File: config.mk
export PLATFORM = sky130hd
export DESIGN_NAME = audio_sample_to_stereo_pcm16
export DESIGN_NICKNAME = d
export VERILOG_FILES = /design/src/hw/rtl/asp16_pkg.sv /design/src/hw/rtl/asp16_csr.sv /design/src/hw/rtl/asp16_decode.sv /design/src/hw/rtl/asp16_scale.sv /design/src/hw/rtl/audio_sample_to_stereo_pcm16.sv
export SDC_FILE = /design/constraint.sdc
export NUM_CORES = 1
export LEC_CHECK = 0
export ABC_CLOCK_PERIOD_IN_PS = 6250
export BUFFER_PORTS_ARGS = -buffer_cell sky130_fd_sc_hd__clkbuf_2
export CAP_MARGIN = 10
export CORE_MARGIN = 3
export CORE_UTILIZATION = 33
export CTS_CLUSTER_DIAMETER = 100
export DETAILED_ROUTE_END_ITERATION = 7
export GPL_ROUTABILITY_DRIVEN = 0
export GPL_TIMING_DRIVEN = 1
export PLACE_DENSITY = 0.6
export SYNTH_ARGS = -nofsm -noshare
export SYNTH_HDL_FRONTEND = slang
export SYNTH_SLANG_ARGS = --single-unit
export TNS_END_PERCENT = 30
File: constraint.sdc
create_clock -name clock -period 6.25 [get_ports clock]
set_input_delay 1.5625 -clock clock [delete_from_list [all_inputs] [get_ports clock]]
set_output_delay 1.5625 -clock clock [all_outputs]
set_load 0.05 [all_outputs]
File: src/hw/rtl/asp16_pkg.sv
// Shared types and constants for the stereo PCM16 sample converter.
package asp16_pkg;

   // Register indexes on the control port (byte address / 4)
   localparam logic [1:0] REG_SAMPLE_FORMAT   = 2'd0;
   localparam logic [1:0] REG_CONTAINER_BYTES = 2'd1;
   localparam logic [1:0] REG_STEREO_INPUT    = 2'd2;

   // Sample format codes
   localparam logic FMT_INTEGER = 1'b0;
   localparam logic FMT_FLOAT   = 1'b1;

   // Container sizes in bytes
   localparam logic [3:0] BYTES_1 = 4'd1;
   localparam logic [3:0] BYTES_2 = 4'd2;
   localparam logic [3:0] BYTES_3 = 4'd3;
   localparam logic [3:0] BYTES_4 = 4'd4;
   localparam logic [3:0] BYTES_8 = 4'd8;

   // Reset values of the registers
   localparam logic       RESET_SAMPLE_FORMAT   = FMT_INTEGER;
   localparam logic [3:0] RESET_CONTAINER_BYTES = BYTES_2;
   localparam logic       RESET_STEREO_INPUT    = 1'b1;

   // Largest right shift of m * 32767 that decode passes on; larger shifts give zero
   localparam int         SHIFT_MAX  = 68;
   localparam int         MANT_W     = 53;
   localparam int         PROD_W     = MANT_W + 15;
   localparam logic [14:0] FULL_SCALE = 15'h7FFF;

   typedef struct packed {
      logic [63:0] left_raw;
      logic [63:0] right_raw;
      logic        last_in_packet;
   } req_type;

   typedef struct packed {
      logic signed [15:0] left_pcm;
      logic signed [15:0] right_pcm;
      logic               last_out;
   } rsp_type;

   typedef struct packed {
      logic       sample_format;
      logic [3:0] container_bytes;
      logic       stereo_input;
   } cfg_type;

   typedef struct packed {
      logic neg;    // result is negated
      logic zero;   // result forced to zero
      logic sat;    // result forced to full scale
   } flag_type;

   typedef struct packed {
      flag_type            flags;
      logic [MANT_W-1:0]   mant;    // magnitude before scaling
      logic [6:0]          shift;   // right shift of mant * 32767, before rounding
   } dec_type;

endpackage

File: src/hw/rtl/asp16_csr.sv
// Control and status registers of the PCM16 converter on an APB-style port.
module asp16_csr
   import asp16_pkg::*;
(
   input  logic        clock,
   input  logic        reset,
   input  logic        psel,
   input  logic        penable,
   input  logic        pwrite,
   input  logic [3:0]  paddr,
   input  logic [31:0] pwdata,
   output logic [31:0] prdata,
   output logic        pready,
   output cfg_type     cfg
);

   logic       sample_format_ff, sample_format_in;
   logic [3:0] container_bytes_ff, container_bytes_in;
   logic       stereo_input_ff, stereo_input_in;
   logic       wr_en;
   logic [1:0] reg_index;

   assign pready    = 1'b1;
   assign wr_en     = psel & penable & pwrite;
   assign reg_index = paddr[3:2];

   always_comb begin
      sample_format_in   = sample_format_ff;
      container_bytes_in = container_bytes_ff;
      stereo_input_in    = stereo_input_ff;
      if (wr_en) begin
         case (reg_index)
            REG_SAMPLE_FORMAT:   sample_format_in   = pwdata[0];
            REG_CONTAINER_BYTES: container_bytes_in = pwdata[3:0];
            REG_STEREO_INPUT:    stereo_input_in    = pwdata[0];
            default: ;
         endcase
      end
   end

   always_ff @(posedge clock) begin
      if (reset) begin
         sample_format_ff   <= RESET_SAMPLE_FORMAT;
         container_bytes_ff <= RESET_CONTAINER_BYTES;
         stereo_input_ff    <= RESET_STEREO_INPUT;
      end else begin
         sample_format_ff   <= sample_format_in;
         container_bytes_ff <= container_bytes_in;
         stereo_input_ff    <= stereo_input_in;
      end
   end

   always_comb begin
      case (reg_index)
         REG_SAMPLE_FORMAT:   prdata = {31'd0, sample_format_ff};
         REG_CONTAINER_BYTES: prdata = {28'd0, container_bytes_ff};
         REG_STEREO_INPUT:    prdata = {31'd0, stereo_input_ff};
         default:             prdata = 32'd0;
      endcase
   end

   assign cfg.sample_format   = sample_format_ff;
   assign cfg.container_bytes = container_bytes_ff;
   assign cfg.stereo_input    = stereo_input_ff;

endmodule

File: src/hw/rtl/asp16_decode.sv
// Pipeline stage 1: unpack one raw sample into sign, magnitude and shift.
module asp16_decode
   import asp16_pkg::*;
(
   input  logic        clock,
   input  logic [63:0] raw,
   input  cfg_type     cfg,
   output dec_type     dec_ff
);

   dec_type     dec_in;
   logic [7:0]  e32;
   logic [22:0] f32;
   logic [7:0]  t32;
   logic [10:0] e64;
   logic [51:0] f64;
   logic [10:0] t64;
   logic [32:0] ival;
   logic [32:0] imag;

   assign e32 = raw[30:23];
   assign f32 = raw[22:0];
   assign t32 = 8'd149 - e32;
   assign e64 = raw[62:52];
   assign f64 = raw[51:0];
   assign t64 = 11'd1074 - e64;

   // sign-extend the integer container to 33 bits, then take its magnitude
   always_comb begin
      case (cfg.container_bytes)
         BYTES_2: ival = {{17{raw[15]}}, raw[15:0]};
         BYTES_3: ival = {{9{raw[23]}}, raw[23:0]};
         default: ival = {raw[31], raw[31:0]};
      endcase
      imag = ival[32] ? (~ival + 33'd1) : ival;
   end

   always_comb begin
      dec_in            = '0;
      dec_in.flags.zero = 1'b1;
      if (cfg.sample_format == FMT_FLOAT) begin
         case (cfg.container_bytes)
            BYTES_4: begin
               dec_in.flags.neg = raw[31];
               if (e32 == 8'hFF && f32 != '0) begin
                  dec_in.flags.zero = 1'b1;
               end else if (e32 >= 8'd127) begin
                  dec_in.flags.zero = 1'b0;
                  dec_in.flags.sat  = 1'b1;
               end else if (e32 != '0 && t32 <= 8'(SHIFT_MAX)) begin
                  dec_in.flags.zero = 1'b0;
                  dec_in.mant       = {29'd0, 1'b1, f32};
                  dec_in.shift      = t32[6:0];
               end
            end
            BYTES_8: begin
               dec_in.flags.neg = raw[63];
               if (e64 == 11'h7FF && f64 != '0) begin
                  dec_in.flags.zero = 1'b1;
               end else if (e64 >= 11'd1023) begin
                  dec_in.flags.zero = 1'b0;
                  dec_in.flags.sat  = 1'b1;
               end else if (e64 != '0 && t64 <= 11'(SHIFT_MAX)) begin
                  dec_in.flags.zero = 1'b0;
                  dec_in.mant       = {1'b1, f64};
                  dec_in.shift      = t64[6:0];
               end
            end
            default: ;
         endcase
      end else begin
         case (cfg.container_bytes)
            BYTES_1: begin
               // offset binary around 128
               dec_in.flags.zero = 1'b0;
               dec_in.flags.neg  = ~raw[7];
               dec_in.mant       = raw[7] ? {46'd0, raw[6:0]}
                                          : MANT_W'(9'd128 - {1'b0, raw[7:0]});
               dec_in.shift      = 7'd6;
            end
            BYTES_2, BYTES_3, BYTES_4: begin
               dec_in.flags.zero = 1'b0;
               dec_in.flags.neg  = ival[32];
               dec_in.mant       = {20'd0, imag};
               case (cfg.container_bytes)
                  BYTES_2: dec_in.shift = 7'd14;
                  BYTES_3: dec_in.shift = 7'd22;
                  default: dec_in.shift = 7'd30;
               endcase
            end
            default: ;
         endcase
      end
   end

   always_ff @(posedge clock) begin
      dec_ff <= dec_in;
   end

endmodule

File: src/hw/rtl/asp16_scale.sv
// Pipeline stages 2 and 3: scale by 32767, shift, then round and sign.
module asp16_scale
   import asp16_pkg::*;
(
   input  logic               clock,
   input  dec_type            dec,
   output logic signed [15:0] pcm
);

   logic [PROD_W-1:0] prod_ff, prod_in;
   logic [6:0]        shift_ff;
   flag_type          flags2_ff, flags3_ff;
   logic [PROD_W-1:0] shifted;
   logic [16:0]       quot_ff, quot_in;
   logic [17:0]       rsum;
   logic [16:0]       rounded;
   logic [14:0]       mag;
   logic [15:0]       mag16;

   // 32767 * m as (m << 15) - m
   assign prod_in = {dec.mant, 15'd0} - {15'd0, dec.mant};

   always_ff @(posedge clock) begin
      prod_ff   <= prod_in;
      shift_ff  <= dec.shift;
      flags2_ff <= dec.flags;
   end

   assign shifted = prod_ff >> shift_ff;
   assign quot_in = shifted[16:0];

   always_ff @(posedge clock) begin
      quot_ff   <= quot_in;
      flags3_ff <= flags2_ff;
   end

   // round half away from zero on the magnitude, then clamp
   assign rsum    = {1'b0, quot_ff} + 18'd1;
   assign rounded = rsum[17:1];

   always_comb begin
      if (flags3_ff.sat || rounded > {2'b00, FULL_SCALE}) begin
         mag = FULL_SCALE;
      end else begin
         mag = rounded[14:0];
      end
      mag16 = {1'b0, mag};
      if (flags3_ff.zero) begin
         pcm = '0;
      end else if (flags3_ff.neg) begin
         pcm = $signed(~mag16 + 16'd1);
      end else begin
         pcm = $signed(mag16);
      end
   end

endmodule

File: src/hw/rtl/audio_sample_to_stereo_pcm16.sv
// Throughput: one request per cycle; busy stays low, the pipeline never stalls.
// Four register stages: decode, multiply by 32767, shift, round/sign into the output register.
// Reset (synchronous, active high) clears the valid bits and loads the registers
// with integer format, 2 bytes per sample, stereo input; payload registers are not reset.
// The receiver cannot stall: each result is shown for exactly one cycle.
module audio_sample_to_stereo_pcm16
   import asp16_pkg::*;
(
   input  logic        clock,
   input  logic        reset,
   // request channel
   input  logic        start,
   output logic        busy,
   input  req_type     req_data,
   // result channel
   output logic        rsp_valid,
   output rsp_type     rsp_data,
   // control port
   input  logic        psel,
   input  logic        penable,
   input  logic        pwrite,
   input  logic [3:0]  paddr,
   input  logic [31:0] pwdata,
   output logic [31:0] prdata,
   output logic        pready
);

   cfg_type            cfg;
   logic               accept;
   logic [63:0]        right_sel;
   dec_type            dec_left, dec_right;
   logic signed [15:0] pcm_left, pcm_right;

   // valid and last flag travel alongside the data through each stage
   logic [2:0] valid_ff, valid_in;
   logic [2:0] last_ff, last_in;
   logic       rsp_valid_ff;
   rsp_type    rsp_data_ff, rsp_data_in;

   // the pipeline advances every cycle, so never hold off a request
   assign busy   = 1'b0;
   assign accept = start & ~busy;

   asp16_csr u_csr (
      .clock   (clock),
      .reset   (reset),
      .psel    (psel),
      .penable (penable),
      .pwrite  (pwrite),
      .paddr   (paddr),
      .pwdata  (pwdata),
      .prdata  (prdata),
      .pready  (pready),
      .cfg     (cfg)
   );

   // mono input: feed the left sample down the right lane as well
   assign right_sel = cfg.stereo_input ? req_data.right_raw : req_data.left_raw;

   asp16_decode u_dec_left (
      .clock  (clock),
      .raw    (req_data.left_raw),
      .cfg    (cfg),
      .dec_ff (dec_left)
   );

   asp16_decode u_dec_right (
      .clock  (clock),
      .raw    (right_sel),
      .cfg    (cfg),
      .dec_ff (dec_right)
   );

   asp16_scale u_scale_left (
      .clock (clock),
      .dec   (dec_left),
      .pcm   (pcm_left)
   );

   asp16_scale u_scale_right (
      .clock (clock),
      .dec   (dec_right),
      .pcm   (pcm_right)
   );

   // advance the valid and last flags one stage per cycle
   assign valid_in = {valid_ff[1:0], accept};
   assign last_in  = {last_ff[1:0], req_data.last_in_packet};

   always_ff @(posedge clock) begin
      if (reset) begin
         valid_ff     <= '0;
         rsp_valid_ff <= 1'b0;
      end else begin
         valid_ff     <= valid_in;
         rsp_valid_ff <= valid_ff[2];
      end
   end

   always_ff @(posedge clock) begin
      last_ff     <= last_in;
      rsp_data_ff <= rsp_data_in;
   end

   always_comb begin
      rsp_data_in.left_pcm  = pcm_left;
      rsp_data_in.right_pcm = pcm_right;
      rsp_data_in.last_out  = last_ff[2];
   end

   assign rsp_valid = rsp_valid_ff;
   assign rsp_data  = rsp_data_ff;

   // every result stems from an earlier accepted request
   a_rsp_from_req: assert property (@(posedge clock) disable iff (reset)
      rsp_valid |-> $past(accept, 4))
      else $error("result without a matching request");

   // the most negative code is never produced
   a_no_min_code: assert property (@(posedge clock) disable iff (reset)
      rsp_valid |-> (rsp_data.left_pcm != 16'sh8000 && rsp_data.right_pcm != 16'sh8000))
      else $error("result holds -32768");

   // mono input gives identical channels
   a_mono_copy: assert property (@(posedge clock) disable iff (reset)
      (rsp_valid && !cfg.stereo_input) |-> (rsp_data.right_pcm == rsp_data.left_pcm))
      else $error("mono result differs between channels");

   // last flag of the request reaches the result unchanged
   a_last_kept: assert property (@(posedge clock) disable iff (reset)
      rsp_valid |-> (rsp_data.last_out == $past(req_data.last_in_packet, 4)))
      else $error("last flag lost");

endmodule

* Word-level counts from Yosys, hierarchy flattened
Cells that the tools add are included.
** Storage, ports and cells
- Register bits after elaboration :: 368
- Input port bits :: 171
- Output and inout bits :: 68
- Word-level logic and storage cells :: 162
** Cells by class
- Add/sub/neg operators :: 14
- Magnitude comparators :: 10
- Equality and inequality tests :: 11
- Shift operators :: 2
- Muxes and demuxes :: 51
- Bitwise operators :: 10
- Reductions and logical operators :: 25
** Operator list (count)
- $mux W60 :: 8
- $pmux W63 S2 :: 2
- $mux W61 :: 4
- $pmux W60 S2 :: 2
- $shr A68 B7 Y17 :: 2
- $sub A68 B53 Y68 :: 2
- $pmux W33 S2 :: 2
- $mux W53 :: 2
- $reduce_bool A52 Y1 :: 2
- $add A33 B1 Y33 const B :: 2
- $mux W33 :: 2
- $not A33 Y33 :: 2
- $mux W64 :: 1
- $mux W31 :: 2
- $mux W15 :: 4
- $reduce_bool A23 Y1 :: 2
- $add A17 B1 Y18 const B :: 2
- $gt A17 B15 Y1 const B :: 2
- $add A16 B1 Y16 const B :: 2
- $not A15 Y16 :: 2
- $eq A11 B11 Y1 const B :: 2
- $ge A11 B10 Y1 const B :: 2
- $le A11 B7 Y1 const B :: 2
- $reduce_bool A11 Y1 :: 2
- other kinds (26) :: 66

* Longest topological paths before layout
- Word-level depth :: 9
- Mapped depth :: 24
- Gate-level depth less buffers :: 15

* Cells and area by module
Synthesis repeated with hierarchy kept, for this count alone.
** Second synthesis, totals
- Cell total of the unflattened synthesis :: 3388
- Area, all modules :: 28755.1 sq um
** Modules (own cells, without submodules)
- asp16_scale at u_scale_right :: times used 1, cells an instance 1113, area an instance 9362.7 sq um, seq. area each 1961.9 sq um
- asp16_scale at u_scale_left :: times used 1, cells an instance 1153, area an instance 9230.1 sq um, seq. area each 1961.9 sq um
- asp16_decode at u_dec_right :: times used 1, cells an instance 489, area an instance 4026.4 sq um, seq. area each 1261.2 sq um
- asp16_decode at u_dec_left :: times used 1, cells an instance 448, area an instance 3649.8 sq um, seq. area each 1261.2 sq um
- audio_sample_to_stereo_pcm16 :: times used 1, cells an instance 117, area an instance 1914.3 sq um, seq. area each 800.8 sq um
- asp16_csr :: times used 1, cells an instance 68, area an instance 571.8 sq um, seq. area each 120.1 sq um

* Worst setup path after synthesis
No wires, ideal clock.
- Path type :: reg-to-output
- Start point :: reg u_csr.stereo_input_ff
- End point :: out prdata[0]
- Arrival time :: 3.586 ns
- Required time :: 4.688 ns
- Path slack :: 1.101 ns
- Stages on the path, launching flop included :: 13
- Cells stage by stage :: dfxtp_1 -> buf_6 -> buf_6 -> buf_6 -> buf_2 -> buf_2 -> buf_2 -> buf_2 -> buf_2 -> buf_2 -> buf_2 -> mux2i_1 -> o21ai_0
** On the way
- Word-level cells in the longest chain between the ends :: 1
** Ends and longest elaborated chain
- from (decl) :: RTL line asp16_csr.sv:19 : logic stereo_input_ff, stereo_input_in;
- from (signal assigned) :: RTL line asp16_csr.sv:49 : stereo_input_ff <= stereo_input_in;
- $pmux W4 S3 :: RTL line asp16_csr.sv:54 : case (reg_index)
- to (decl) :: RTL line audio_sample_to_stereo_pcm16.sv:24 : output logic [31:0] prdata,
No other way between the ends.

==> summary.txt <==
Status
  • Status: completed

Global route
  • Grt met3 use: between 2 and 3%
  • GR Util met2: between 20% and 30%
  • Met1 usage: between 20 and 30%
  • Total gr overflow: 0
  • Global-route wire length before repair: ~130 mm
  • Initial antenna violation count: 4
  • All-Layer GR Usage: 19.0%
  • Vias in the first global route: between 20000 and 25000
  • Largest net degree at the start of global routing: slightly above 80
  • GR peak layer: met2

Power and ir drop
  • Seq pwr share: between 30% and 40%
  • Net Sw Power: 3800 uW
  • Int Pwr: 6000 uW
  • Static Leak: 0.0125 uW
  • Worst IR Drop VDD: about 190 uV
  • Switching share of power: around two fifths
  • Power Density: around 330 nW/um^2
  • Combinational Power Share: between 30% and 40%
  • Total power: 9800 uW
  • Clock power share: between 20% and 30%

Synth
  • Top FF cell, synth: dfxtp_1
  • Area of the mapped netlist: 26800 sq um
  • Distinct cells, synth: 95
  • Post-synth EDFFs: 0
  • Syn Inst Count: between 3000 and 4000
  • Largest family of logic cells by synthesized area: simple AND/OR/NAND/NOR gates
  • Yosys warning count: 0
  • #FFs+latches synth: about 370
  • Adder-Cell Fraction of Synth Area: under 10%
  • Post-synthesis sequential area ratio: between 20% and 30%
  • Xor/xnor cell area share of the yosys netlist: between 6 and 7%
  • Mux contribution to synthesized area: ~17%
  • Avg Cell Area, Syn: just over 8 sq um
  • Post-Synth Simple-Gate Area: between 10% and 20%
  • Compound-Gate Fraction of Synth Area: a little under a fifth
  • Async S/R FF share, synth: 0%

Timing
  • Slew headroom: approximately a quarter
  • Worst-margin pin slew: between 1 and 1.5 ns
  • Pins Over Slew Limit: 0
  • Min Tclk post-route: about 4.4 ns
  • Period utilization: a little under three quarters
  • Finish-stage setup viols: 0
  • Fin. Hold Viols: 0
  • Setup TNS Final: 0 ns
  • Unrepaired setup endpoints after global routing: no
  • Highest clock rate: ~230 MHz
  • Setup slack after layout: approximately 1.8 ns
  • Skew final: 0.0267 ns

Critical path
  • Crit path kind: input pin to register
  • CP Capture Type: register
  • Startpoint types: input pin
  • Arr. time, crit path: ~5 ns
  • CP Launch Point: req_data[117]
  • Flop2flop setup slack: about 1.9 ns
  • Crit Path Max Fanout: 27
  • Worst reg2reg startpoint: u_csr.stereo_input_ff
  • WP data required: slightly below 7 ns

Place
  • HPWL after DPL: approximately 66 mm
  • # port buffers: roughly 180
  • Pre-CTS setup slack: between 1 and 1.5 ns

Clock tree
  • Clock tree buffer depth: 3
  • Post-CTS Resized: 0
  • Clk root buf: clkbuf_16
  • Inserted Clock Buffers: 44
  • CTS Hold Buffers Added: 0
  • Setup Buffers After CTS: 0
  • Clk_lat worst skew: just under 0.6 ns
  • H-tree depth: 2
  • Clk pin slew, worst setup/hold paths: around 0.06 ns
  • Clock sink count: approximately 370
  • CTS tree: built

Layout
  • Share of cells above drive strength 1: approximately 15%
  • # nets final: between 3000 and 4000
  • # fillers: approximately 8200
  • P&R area growth vs syn: 11.2%

Die
  • Die height: about 290 microns
  • Initial Util: roughly 34%
  • Top Ports: about 240
  • Die X: roughly 290 microns
  • Die area: ~85000 sq um
  • FP Rows: 103
  • Core area: roughly 80000 sq um

Route
  • DRT antenna net count: 0
  • # DRC: 0
  • Total number of vias: around 24000
  • Detail-routed via count per cell: approximately 5.5
  • First-pass DRT Iterations: 6
  • DRT iter0 DRCs: between 2000 and 2500
  • WL final: 83.8 mm
  • Avg WL per Cell: between 15 and 20 microns

Hold path
  • Hold Crit Start: last_ff[2]
  • HP Class: register to register

Job
  • Max Cap Viol: 0
[area by class of cell]
cell class,count,area (sq um),share of cell area (%)
diodes,1,2.50,0.00840
multi-input cells,2533,18000,60.3
repair buffers,207,1110,3.72
flip-flops and latches,368,7380,24.8
well taps,1050,1310,4.41
clock buffers,59,1250,4.19
inverters,144,541,1.81
clock inverters,20,234,0.785
[worst paths after layout]
check,end,cells after the start
worst max-delay path,u_dec_right.dec_ff[36],14
worst min-delay path,rsp_data[0],0
worst max register to register,u_dec_right.dec_ff[36],12
worst min register to register,rsp_data[0],0
[through the flow]
step	utilization, %	area, sq um	std cells	hold slack, ns
2_1_floorplan	-	26900	3274	0.310
3_3_place_gp	35.5	28300	4302	0.311
3_5_place_dp	35.5	28300	4302	0.315
4_1_cts	37.4	29800	4381	0.327
5_1_grt	37.4	29800	4382	0.329
6_report	37.4	29800	4382	0.323
[layer usage]
metal,part of all wire (%),up-vias
li1,-,11812
met1,46,11302
met2,44,978
met3,7.2,153
met4,3.4,2
met5,0.016,-
[synth_stat cells (13+ instances only)]
cell type  instances  area share [%]
o211ai_1          24            0.67
nand3_1           74             1.4
a21oi_1          212             4.0
or3_1             26            0.61
xor2_1            64             2.1
nor3b_1           15            0.42
o22ai_1           24            0.56
inv_1            139             1.9
or4_1             13            0.36
dfxtp_1          368              27
a311oi_1          13            0.42
buf_2             21            0.39
and3_1            42            0.98
nand2_1          353             4.9
buf_1             31            0.43
xnor2_1          130             4.2
a22oi_1           14            0.39
a211oi_1          39             1.1
o21bai_1          24            0.67
mux4_2           109             9.2
nor4_1            33            0.77
buf_4             31            0.87
mux2i_1          177             6.6
a31oi_1           40            0.93
nor2_1           298             4.2
ha_1              96             4.5
nand2b_1          19            0.44
o21ai_0          193             3.6
mux2_2            41             1.7
clkbuf_1         142             2.0
o21a_1            27            0.76
nor2b_1           35            0.82
nand4_1           37            0.86
nor3_1            73             1.4
a21o_1            64             1.8
[power by group through the flow]
stage          registers, uW  logic, uW  clock network [uW]
4_1_cts                 3380       3810                2670
6_report                3380       3830                2590
2_1_floorplan           3580       2600                   0
5_1_grt                 3460       4190                2760
3_5_place_dp            3430       3800                   0
3_3_place_gp            3400       3780                   0
[flip-flops by register name (all words and copies together) (netlist names)]
name / cells
rsp_data: 33
u_scale_right.prod_ff: 68
u_scale_left.flags2_ff: 3
u_csr.container_bytes_ff: 4
u_scale_left.flags3_ff: 3
valid_ff: 3
u_scale_right.flags3_ff: 3
u_dec_right.dec_ff: 63
u_csr.stereo_input_ff: 1
u_scale_left.shift_ff: 7
rsp_valid: 1
last_ff: 3
u_scale_right.quot_ff: 17
u_scale_left.prod_ff: 68
u_scale_left.quot_ff: 17
u_csr.sample_format_ff: 1
u_scale_right.shift_ff: 7
u_dec_left.dec_ff: 63
u_scale_right.flags2_ff: 3
[placed cells by master (no fill, tap or decap), types with 37 or more instances in the layout]
master / netlist / final
mux4_2: 109 / 109
dfxtp_1: 368 / 363
a211oi_1: 39 / 39
mux2i_1: 177 / 177
nand3_1: 74 / 74
clkbuf_2: 0 / 178
a21oi_1: 212 / 212
xor2_1: 64 / 64
a21o_1: 64 / 64
mux2_2: 41 / 41
nor3_1: 73 / 73
and3_1: 42 / 42
nand2_1: 353 / 353
o21ai_0: 193 / 193
ha_1: 96 / 96
a31oi_1: 40 / 40
xnor2_1: 130 / 130
inv_1: 139 / 139
nand4_1: 37 / 37
nor2_1: 298 / 298
clkbuf_16: 0 / 44
[kinds of logic (layout without fill, tap and decap cells)]
group | Yosys count | count (layout)
flip-flops | 368 | 368
XOR/XNOR | 194 | 194
buffers and inverters | 373 | 430
AND/OR/NAND/NOR | 1087 | 1087
AO/OA/AOI/OAI | 799 | 799
multiplexers | 327 | 327
adder cells (fa/ha/maj) | 96 | 96
other | 2 | 31
[critical path, stage by stage]
cell and delay (ns):
clkbuf_2 0.14, inv_1 0.12, o21ai_0 0.37, ha_1 0.35, a21oi_1 0.13, o41ai_2 0.35, a22oi_1 0.13, o32a_1 0.20
a211oi_2 0.23, and2b_1 0.26, nand2_1 0.57, inv_1 0.29, a21oi_1 0.06, o22ai_1 0.18
(Power assumes the default switching activity.)
